==> config.mk <==
export PLATFORM = sky130hd
export DESIGN_NAME = s_record_stream_loader
export DESIGN_NICKNAME = d
export VERILOG_FILES = /design/src/hw/rtl/srl_pkg.sv /design/src/hw/rtl/s_record_stream_loader.sv
export SDC_FILE = /design/constraint.sdc
export NUM_CORES = 1
export LEC_CHECK = 0
export ABC_AREA = 1
export ABC_CLOCK_PERIOD_IN_PS = 11660
export BUFFER_PORTS_ARGS = -buffer_cell sky130_fd_sc_hd__buf_2
export CELL_PAD_IN_SITES_DETAIL_PLACEMENT = 1
export CELL_PAD_IN_SITES_GLOBAL_PLACEMENT = 1
export CORE_ASPECT_RATIO = 1.2
export CORE_MARGIN = 1
export CORE_UTILIZATION = 45
export DETAILED_ROUTE_END_ITERATION = 7
export GPL_TIMING_DRIVEN = 0
export PLACE_DENSITY = 0.86
export RECOVER_POWER = 50
export SYNTH_ARGS = -nofsm -noshare
export SYNTH_HDL_FRONTEND = slang
export SYNTH_SLANG_ARGS = --single-unit
==> constraint.sdc <==
create_clock -name clock -period 11.66 [get_ports clock]
set_input_delay 2.332 -clock clock [delete_from_list [all_inputs] [get_ports clock]]
set_output_delay 2.332 -clock clock [all_outputs]
set_load 0.02 [all_outputs]
==> src/hw/rtl/srl_pkg.sv <==
// Types, constants and helper functions of the S-record stream loader.
// No dependencies; used by s_record_stream_loader and its checker.
`default_nettype none

package srl_pkg;

   localparam int LINE_LIMIT = 253;
   localparam int POS_W      = $clog2(LINE_LIMIT + 1);

   // line modes
   localparam logic [1:0] MODE_START  = 2'd0;
   localparam logic [1:0] MODE_ACTIVE = 2'd1;
   localparam logic [1:0] MODE_SKIP   = 2'd2;

   // request kinds (req_tuser)
   localparam logic CMD_CHAR = 1'b0;
   localparam logic CMD_END  = 1'b1;

   // response kinds (rsp_tuser)
   localparam logic KIND_WRITE  = 1'b0;
   localparam logic KIND_REPORT = 1'b1;

   // load status
   localparam logic [1:0] STATUS_OK       = 2'd0;
   localparam logic [1:0] STATUS_BAD_LINE = 2'd1;
   localparam logic [1:0] STATUS_BAD_TYPE = 2'd2;

   localparam logic [7:0] CH_S  = 8'h53;
   localparam logic [7:0] CH_NL = 8'h0a;

   // response tdata layout, lowest bit first
   localparam int RSP_ADDR_LO   = 0;
   localparam int RSP_MASK_LO   = 30;
   localparam int RSP_DATA_LO   = 34;
   localparam int RSP_STATUS_LO = 66;
   localparam int RSP_START_LO  = 68;
   localparam int RSP_BITS      = 100;
   localparam int RSP_TDATA_W   = ((RSP_BITS + 7) / 8) * 8;

   typedef struct packed {
      logic [31:0] start_address;
      logic [1:0]  status;
      logic [31:0] write_data;
      logic [3:0]  byte_mask;
      logic [29:0] word_address;
   } rsp_fields_type;

   // bit 4 set: not a hex digit
   function automatic logic [4:0] hex_digit(input logic [7:0] c);
      logic [4:0] r;
      r = 5'h10;
      if (c >= 8'h30 && c <= 8'h39) r = {1'b0, 4'(c - 8'h30)};
      else if (c >= 8'h61 && c <= 8'h66) r = {1'b0, 4'(c - 8'h57)};
      else if (c >= 8'h41 && c <= 8'h46) r = {1'b0, 4'(c - 8'h37)};
      return r;
   endfunction

   // address bytes of a record type
   function automatic logic [2:0] address_bytes(input logic [3:0] rtype);
      logic [2:0] r;
      case (rtype)
         4'd2, 4'd8: r = 3'd3;
         4'd3, 4'd7: r = 3'd4;
         default:    r = 3'd2;
      endcase
      return r;
   endfunction

endpackage

`default_nettype wire

==> src/hw/rtl/s_record_stream_loader.sv <==
// S-record stream loader: character parser and two-entry response buffer.
// Depends on srl_pkg.
`default_nettype none

// Takes one character of S-record text per cycle on the req_ channel and issues a byte
// write per data byte of S1/S2/S3 records on the rsp_ channel; an end-of-input word
// (req_tuser = 1) returns the load report with status and the S7/S8/S9 start address.
// Each word is parsed in the cycle it is accepted and its result lands in a two-entry
// output buffer, so the loader sustains one word per clock; req_tready falls only
// when both buffer entries hold words the consumer has not taken. Checksums are not
// verified; a parse error halts loading until reset, and further end-of-input words
// repeat the report.
module s_record_stream_loader
   import srl_pkg::*;
(
   input  wire                         clock,
   input  wire                         reset,
   input  wire                         req_tvalid,
   output logic                        req_tready,
   input  wire  [7:0]                  req_tdata,  // [7:0] ch
   input  wire  [0:0]                  req_tuser,  // [0] cmd
   output logic                        rsp_tvalid,
   input  wire                         rsp_tready,
   output logic [RSP_TDATA_W-1:0]      rsp_tdata,  // word_address, byte_mask,
                                                   // write_data, status,
                                                   // start_address, zero pad
   output logic [0:0]                  rsp_tuser   // [0] kind
);

   logic [POS_W-1:0] pos_ff, pos_in;
   logic [1:0]       mode_ff, mode_in;
   logic [3:0]       rtype_ff, rtype_in;
   logic [7:0]       count_ff, count_in;
   logic [3:0]       nibble_ff, nibble_in;
   logic [31:0]      acc_ff, acc_in;
   logic [7:0]       done_ff, done_in;
   logic [31:0]      start_ff, start_in;
   logic             halted_ff, halted_in;
   logic [1:0]       status_ff, status_in;

   logic             out_valid_ff, skid_valid_ff;
   rsp_fields_type   out_data_ff, skid_data_ff;
   logic             out_kind_ff, skid_kind_ff;

   logic             accept, pop;
   logic             res_valid;
   logic             res_kind;
   rsp_fields_type   res;

   assign accept     = req_tvalid && req_tready;
   assign pop        = rsp_tvalid && rsp_tready;
   assign req_tready = !skid_valid_ff;

   always_comb begin
      logic [7:0]       ch;
      logic             is_load;
      logic [2:0]       alen;
      logic [POS_W-1:0] rel;
      logic [POS_W-2:0] b;
      logic [4:0]       d;
      logic [7:0]       v;
      logic [31:0]      acc_new;
      logic [7:0]       done_new;
      logic [7:0]       alen_p1;
      logic [POS_W-1:0] pos_next;
      logic             step;

      ch       = req_tdata;
      is_load  = rtype_ff <= 4'd3;
      alen     = address_bytes(rtype_ff);
      alen_p1  = 8'(alen) + 8'd1;
      rel      = pos_ff - POS_W'(2);
      b        = rel[POS_W-1:1];
      d        = hex_digit(ch);
      v        = {nibble_ff, d[3:0]};
      acc_new  = {acc_ff[23:0], v};
      done_new = (done_ff == 8'hff) ? done_ff : done_ff + 8'd1;
      pos_next = pos_ff + POS_W'(1);
      step     = 1'b0;

      pos_in    = pos_ff;
      mode_in   = mode_ff;
      rtype_in  = rtype_ff;
      count_in  = count_ff;
      nibble_in = nibble_ff;
      acc_in    = acc_ff;
      done_in   = done_ff;
      start_in  = start_ff;
      halted_in = halted_ff;
      status_in = status_ff;

      res_valid = 1'b0;
      res_kind  = KIND_WRITE;
      res       = '0;

      if (accept) begin
         if (req_tuser[0] == CMD_END) begin
            if (!halted_ff) begin
               if (mode_ff == MODE_ACTIVE) begin
                  if (pos_ff == POS_W'(1)) begin
                     status_in = STATUS_BAD_TYPE;
                     mode_in   = MODE_SKIP;
                  end else if (is_load) begin
                     status_in = STATUS_BAD_LINE;
                     mode_in   = MODE_SKIP;
                  end else begin
                     start_in = 32'd1;
                  end
               end
               halted_in = 1'b1;
            end
            res_valid         = 1'b1;
            res_kind          = KIND_REPORT;
            res.status        = status_in;
            res.start_address = start_in;
         end else if (!halted_ff) begin
            if (mode_ff == MODE_ACTIVE && pos_ff == POS_W'(1)) begin
               if ((ch >= 8'h31 && ch <= 8'h33) || (ch >= 8'h37 && ch <= 8'h39) ||
                   ch == 8'h30 || (ch >= 8'h34 && ch <= 8'h36)) begin
                  if (ch == 8'h30 || (ch >= 8'h34 && ch <= 8'h36)) begin
                     mode_in = MODE_SKIP;
                  end else begin
                     rtype_in = ch[3:0];
                  end
                  acc_in    = '0;
                  done_in   = '0;
                  nibble_in = '0;
                  count_in  = '0;
                  step      = 1'b1;
               end else begin
                  halted_in = 1'b1;
                  status_in = STATUS_BAD_TYPE;
                  mode_in   = MODE_SKIP;
               end
            end else if (ch == CH_NL) begin
               if (mode_ff == MODE_ACTIVE && is_load) begin
                  halted_in = 1'b1;
                  status_in = STATUS_BAD_LINE;
                  mode_in   = MODE_SKIP;
               end else begin
                  if (mode_ff == MODE_ACTIVE) begin
                     start_in = 32'd1;
                  end
                  pos_in  = '0;
                  mode_in = MODE_START;
               end
            end else if (mode_ff == MODE_START) begin
               mode_in = (ch == CH_S) ? MODE_ACTIVE : MODE_SKIP;
               step    = 1'b1;
            end else if (mode_ff == MODE_ACTIVE) begin
               step = 1'b1;
               if (!is_load && b == '0) begin
                  // count byte of S7-S9 is not inspected
               end else if (d[4]) begin
                  if (is_load) begin
                     halted_in = 1'b1;
                     status_in = STATUS_BAD_LINE;
                     mode_in   = MODE_SKIP;
                     step      = 1'b0;
                  end else begin
                     start_in = 32'd1;
                     mode_in  = MODE_SKIP;
                  end
               end else if (!rel[0]) begin
                  nibble_in = d[3:0];
               end else if (b == '0) begin
                  count_in = v;
               end else if (b <= (POS_W-1)'(alen)) begin
                  acc_in = acc_new;
                  if (b == (POS_W-1)'(alen)) begin
                     if (!is_load) begin
                        start_in = acc_new;
                        mode_in  = MODE_SKIP;
                     end else if (count_ff == alen_p1) begin
                        mode_in = MODE_SKIP;
                     end
                  end
               end else begin
                  res_valid        = 1'b1;
                  res.word_address = acc_ff[31:2];
                  res.byte_mask    = 4'b0001 << acc_ff[1:0];
                  res.write_data   = {24'd0, v} << {acc_ff[1:0], 3'd0};
                  acc_in           = acc_ff + 32'd1;
                  done_in          = done_new;
                  if (count_ff >= alen_p1 && done_new == count_ff - alen_p1) begin
                     mode_in = MODE_SKIP;
                  end
               end
            end else begin
               step = 1'b1;
            end

            if (step) begin
               pos_in = pos_next;
               if (pos_next >= POS_W'(LINE_LIMIT)) begin
                  if (mode_in == MODE_ACTIVE && is_load) begin
                     halted_in = 1'b1;
                     status_in = STATUS_BAD_LINE;
                     mode_in   = MODE_SKIP;
                  end else begin
                     if (mode_in == MODE_ACTIVE) begin
                        start_in = 32'd1;
                     end
                     pos_in  = '0;
                     mode_in = MODE_START;
                  end
               end
            end
         end
      end
   end

   always_ff @(posedge clock) begin
      if (reset) begin
         pos_ff    <= '0;
         mode_ff   <= MODE_START;
         rtype_ff  <= '0;
         count_ff  <= '0;
         nibble_ff <= '0;
         acc_ff    <= '0;
         done_ff   <= '0;
         start_ff  <= '0;
         halted_ff <= 1'b0;
         status_ff <= STATUS_OK;
      end else begin
         pos_ff    <= pos_in;
         mode_ff   <= mode_in;
         rtype_ff  <= rtype_in;
         count_ff  <= count_in;
         nibble_ff <= nibble_in;
         acc_ff    <= acc_in;
         done_ff   <= done_in;
         start_ff  <= start_in;
         halted_ff <= halted_in;
         status_ff <= status_in;
      end
   end

   // output register plus skid entry
   always_ff @(posedge clock) begin
      if (reset) begin
         out_valid_ff  <= 1'b0;
         skid_valid_ff <= 1'b0;
      end else if (skid_valid_ff) begin
         if (pop) begin
            out_valid_ff  <= 1'b1;
            skid_valid_ff <= 1'b0;
         end
      end else if (!out_valid_ff || pop) begin
         out_valid_ff <= res_valid;
      end else if (res_valid) begin
         skid_valid_ff <= 1'b1;
      end
   end

   always_ff @(posedge clock) begin
      if (skid_valid_ff) begin
         if (pop) begin
            out_data_ff <= skid_data_ff;
            out_kind_ff <= skid_kind_ff;
         end
      end else if (!out_valid_ff || pop) begin
         out_data_ff <= res;
         out_kind_ff <= res_kind;
      end else begin
         skid_data_ff <= res;
         skid_kind_ff <= res_kind;
      end
   end

   assign rsp_tvalid = out_valid_ff;
   assign rsp_tdata  = {(RSP_TDATA_W - RSP_BITS)'(0), out_data_ff};
   assign rsp_tuser  = out_kind_ff;

endmodule

`default_nettype wire

==> summary.md <==
| Metric | Value |
|---|---|
| Clock buffer count from CTS | 31 |
| Post-synth top area share | 0.366 |
| Detailed Place HPWL | 42800 um |
| Number of diodes | 0 |
| DR vias/cell | 5.74 |
| DRC viols | 0 |
| CTS resizes | 0 |
| Sink Count | 305 |
| Initial Util | 0.459 |
| Hold crit path type | reg2reg |
| Syn Inst Count | 2061 |
| GPL Wtd Cong | 0.935 |
| Min cycle time layout | 5810 ps |
| Initial antenna violation count | 0 |
| RSZ-0062 raised after global routing | no |
| Startpoint types | primary input |
| Worst-Margin Slew | 1870 ps |
| Pre-CTS setup slack | 5440 ps |
| GRT Residual Overflow | 0 |
| Setup TNS Final | 0 ps |
| Number of global-route vias before repair | 16098 |
| NumNets Final | 2261 |
| Post-synth EDFFs | 202 |
| Status | finished, violations left |
| Clk root buf | clkbuf_16 |
| Hold_buf cts | 0 |
| Required time worst endpoint | 12110 ps |
| DRT Pass-1 Iters | 5 |
| FMAX | 172 MHz |
| Rel. slew slack | -0.248 |
| Slew Limit Fails | 78 |
| Hold WS | 473 ps |
| Post-route ant nets | 0 |
| Async set-or-reset flop fraction in the synthesized netlist | 0 |
| Vias | 15572 |
| Layout Skew | 15.0 ps |
| Syn-to-layout area delta | 12.7% |
| CP arrival | 6260 ps |
| Leak | 7.28 nW |
| Post-synth top area cell | edfxtp_1 |
| Pin count of the biggest net entering global routing | 33 |
| Chip Width | 177 um |
| Avg Inst Size Synth | 8.04 um2 |
| Share of cells above drive strength 1 | 0.0726 |
| Largest cells by area after synthesis | edfxtp_1 37%, dfxtp_1 12%, nand2_1 12% |
| Final period util | 0.498 |
| CP Class | in2reg |
| Final hold violation count | 0 |
| Failing checks | capacitance limit, slew limit |
| Total track usage | 0.304 |
| Routed WL per cell | 21.0 um |
| Final wirelength | 56900 um |
| First-pass GRT wire length | 88600 um |
| IO Pins | 120 |
| Worst-path clk slew | 60 ps |
| Iteration-0 DRC Markers | 1180 |
| Ys flop type | edfxtp_1 |
| Setup Fix Bufs, Post-CTS | 0 |
| Max Root-Sink Buffers | 3 |
| Die footprint | 37600 um2 |
| Synth warn | 0 |
| Core Box Area | 36100 um2 |
| Synthesized flop and latch total | 305 |
| Sequential area share after synthesis | 0.490 |
| # rows | 76 |
| Port bufs | 113 |
| Final worst slack | 5850 ps |
| Yosys cell types | 47 |
| Worst-Skew Late Latency | 590 ps |
| Number of max-cap violations | 3 |
| Crit Path Max Fanout | 10 |
| Final Setup Violations | 0 |
| H-tree level count | 1 |
| Area of the mapped netlist | 16600 um2 |
| Die H | 212 um |
| Core Util, Final | 0.517 |
| Worst setup EP type | register |
| CTS tree | yes |
| Worst vdd ir | 107 uV |
| PwrDens | 129 nW/um2 |
-- cell usage after synthesis (10+ instances only) --
| cell type | count |
|---|---|
| a211oi_1 | 23 |
| a21oi_1 | 162 |
| buf_2 | 15 |
| clkbuf_1 | 74 |
| dfxtp_1 | 103 |
| edfxtp_1 | 202 |
| ha_1 | 26 |
| inv_1 | 215 |
| inv_2 | 10 |
| mux2_2 | 53 |
| nand2_1 | 511 |
| nand3_1 | 107 |
| nand4_1 | 19 |
| nor2_1 | 206 |
| nor3_1 | 91 |
| nor4_1 | 11 |
| o211ai_1 | 17 |
| o21ai_0 | 109 |
| o22ai_1 | 14 |
| xor2_1 | 11 |
-- cells by family after synthesis --
logic type               Yosys count  synth area share
flip-flops                       305             0.490
AO/OA/AOI/OAI                    359             0.121
AND/OR/NAND/NOR                  966             0.244
other                              2          0.000453
multiplexers                      53            0.0360
buffers and inverters            335            0.0806
adder cells (fa/ha/maj)           27            0.0208
XOR/XNOR                          14           0.00740
-- flip-flops by register name, indices dropped and copies added (netlist names), 2 cells and up --
signal	count
acc_ff	32
rsp_tdata	100
rtype_ff	4
skid_data_ff	100
status_ff	2
nibble_ff	4
mode_ff	2
pos_ff	8
done_ff	8
count_ff	8
start_ff	32
-- metal layers --
layer	up-vias	global-route usage	wire length [um]
met1	7615	0.358	22800
li1	7223	-	-
met4	0	0.139	2560
met3	158	0.0467	3310
met2	576	0.538	28200
met5	-	0	0
-- per-stage QoR --
stage | total power [mW] | instance area [um2] | instances
3_3_place_gp | 1.39 | 17700 | 2645
4_1_cts | 2.42 | 19000 | 2714
6_report | 2.40 | 18700 | 2714
2_1_floorplan | 1.33 | 16600 | 2064
5_1_grt | 2.46 | 18700 | 2714
3_5_place_dp | 1.40 | 17900 | 2656
-- layout make-up --
type                    instances  area, um2
flip-flops and latches        305       8130
repair buffers                124        478
clock buffers                  38        822
clock inverters                20        209
plain buffers                 107        480
multi-input cells            1424       7120
fillers                      4550      17500
inverters                     228        856
well taps                     468        586
-- critical path, stage by stage --
cell      delay [ps]
buf_2            140
inv_1            110
ha_1             220
nand4_1          250
clkinv_1         410
nor2_1           780
inv_1            120
nor2_2           560
inv_2            180
clkbuf_1         280
nor3_1           360
inv_1            120
nor2_1           190
mux2_2           190
-- where the power goes --
| group | switching, mW | total [mW] | internal (mW) |
|---|---|---|---|
| clock network | 0.446 | 1.04 | 0.589 |
| registers | 0.0176 | 1.20 | 1.18 |
| logic | 0.125 | 0.167 | 0.0418 |
| total | 0.589 | 2.40 | 1.81 |
-- final timing paths --
kind | slack, ps | depth (start not counted) | start | end
max | 5850 | 14 | req_tdata[0] | rsp_tdata[65]
min | 470 | 2 | start_ff[2] | start_ff[2]
max reg2reg | 7270 | 20 | pos_ff[1] | rsp_tvalid
min reg2reg | 470 | 2 | start_ff[2] | start_ff[2]
-- cells in the final DEF, fill, tap and decap left out, types with 14 or more instances in the layout --
cell         n
mux2_2      53
nor2_1     206
buf_2       25
ha_1        26
edfxtp_1   202
dfxtp_1    103
o211ai_1    17
clkbuf_1   193
nand2_1    511
a211oi_1    23
clkbuf_16   31
nand4_1     19
inv_1      215
nand3_1    107
o21ai_0    108
a21oi_1    162
o22ai_1     14
nor3_1      91
Power figures use the tool's default switching activity.
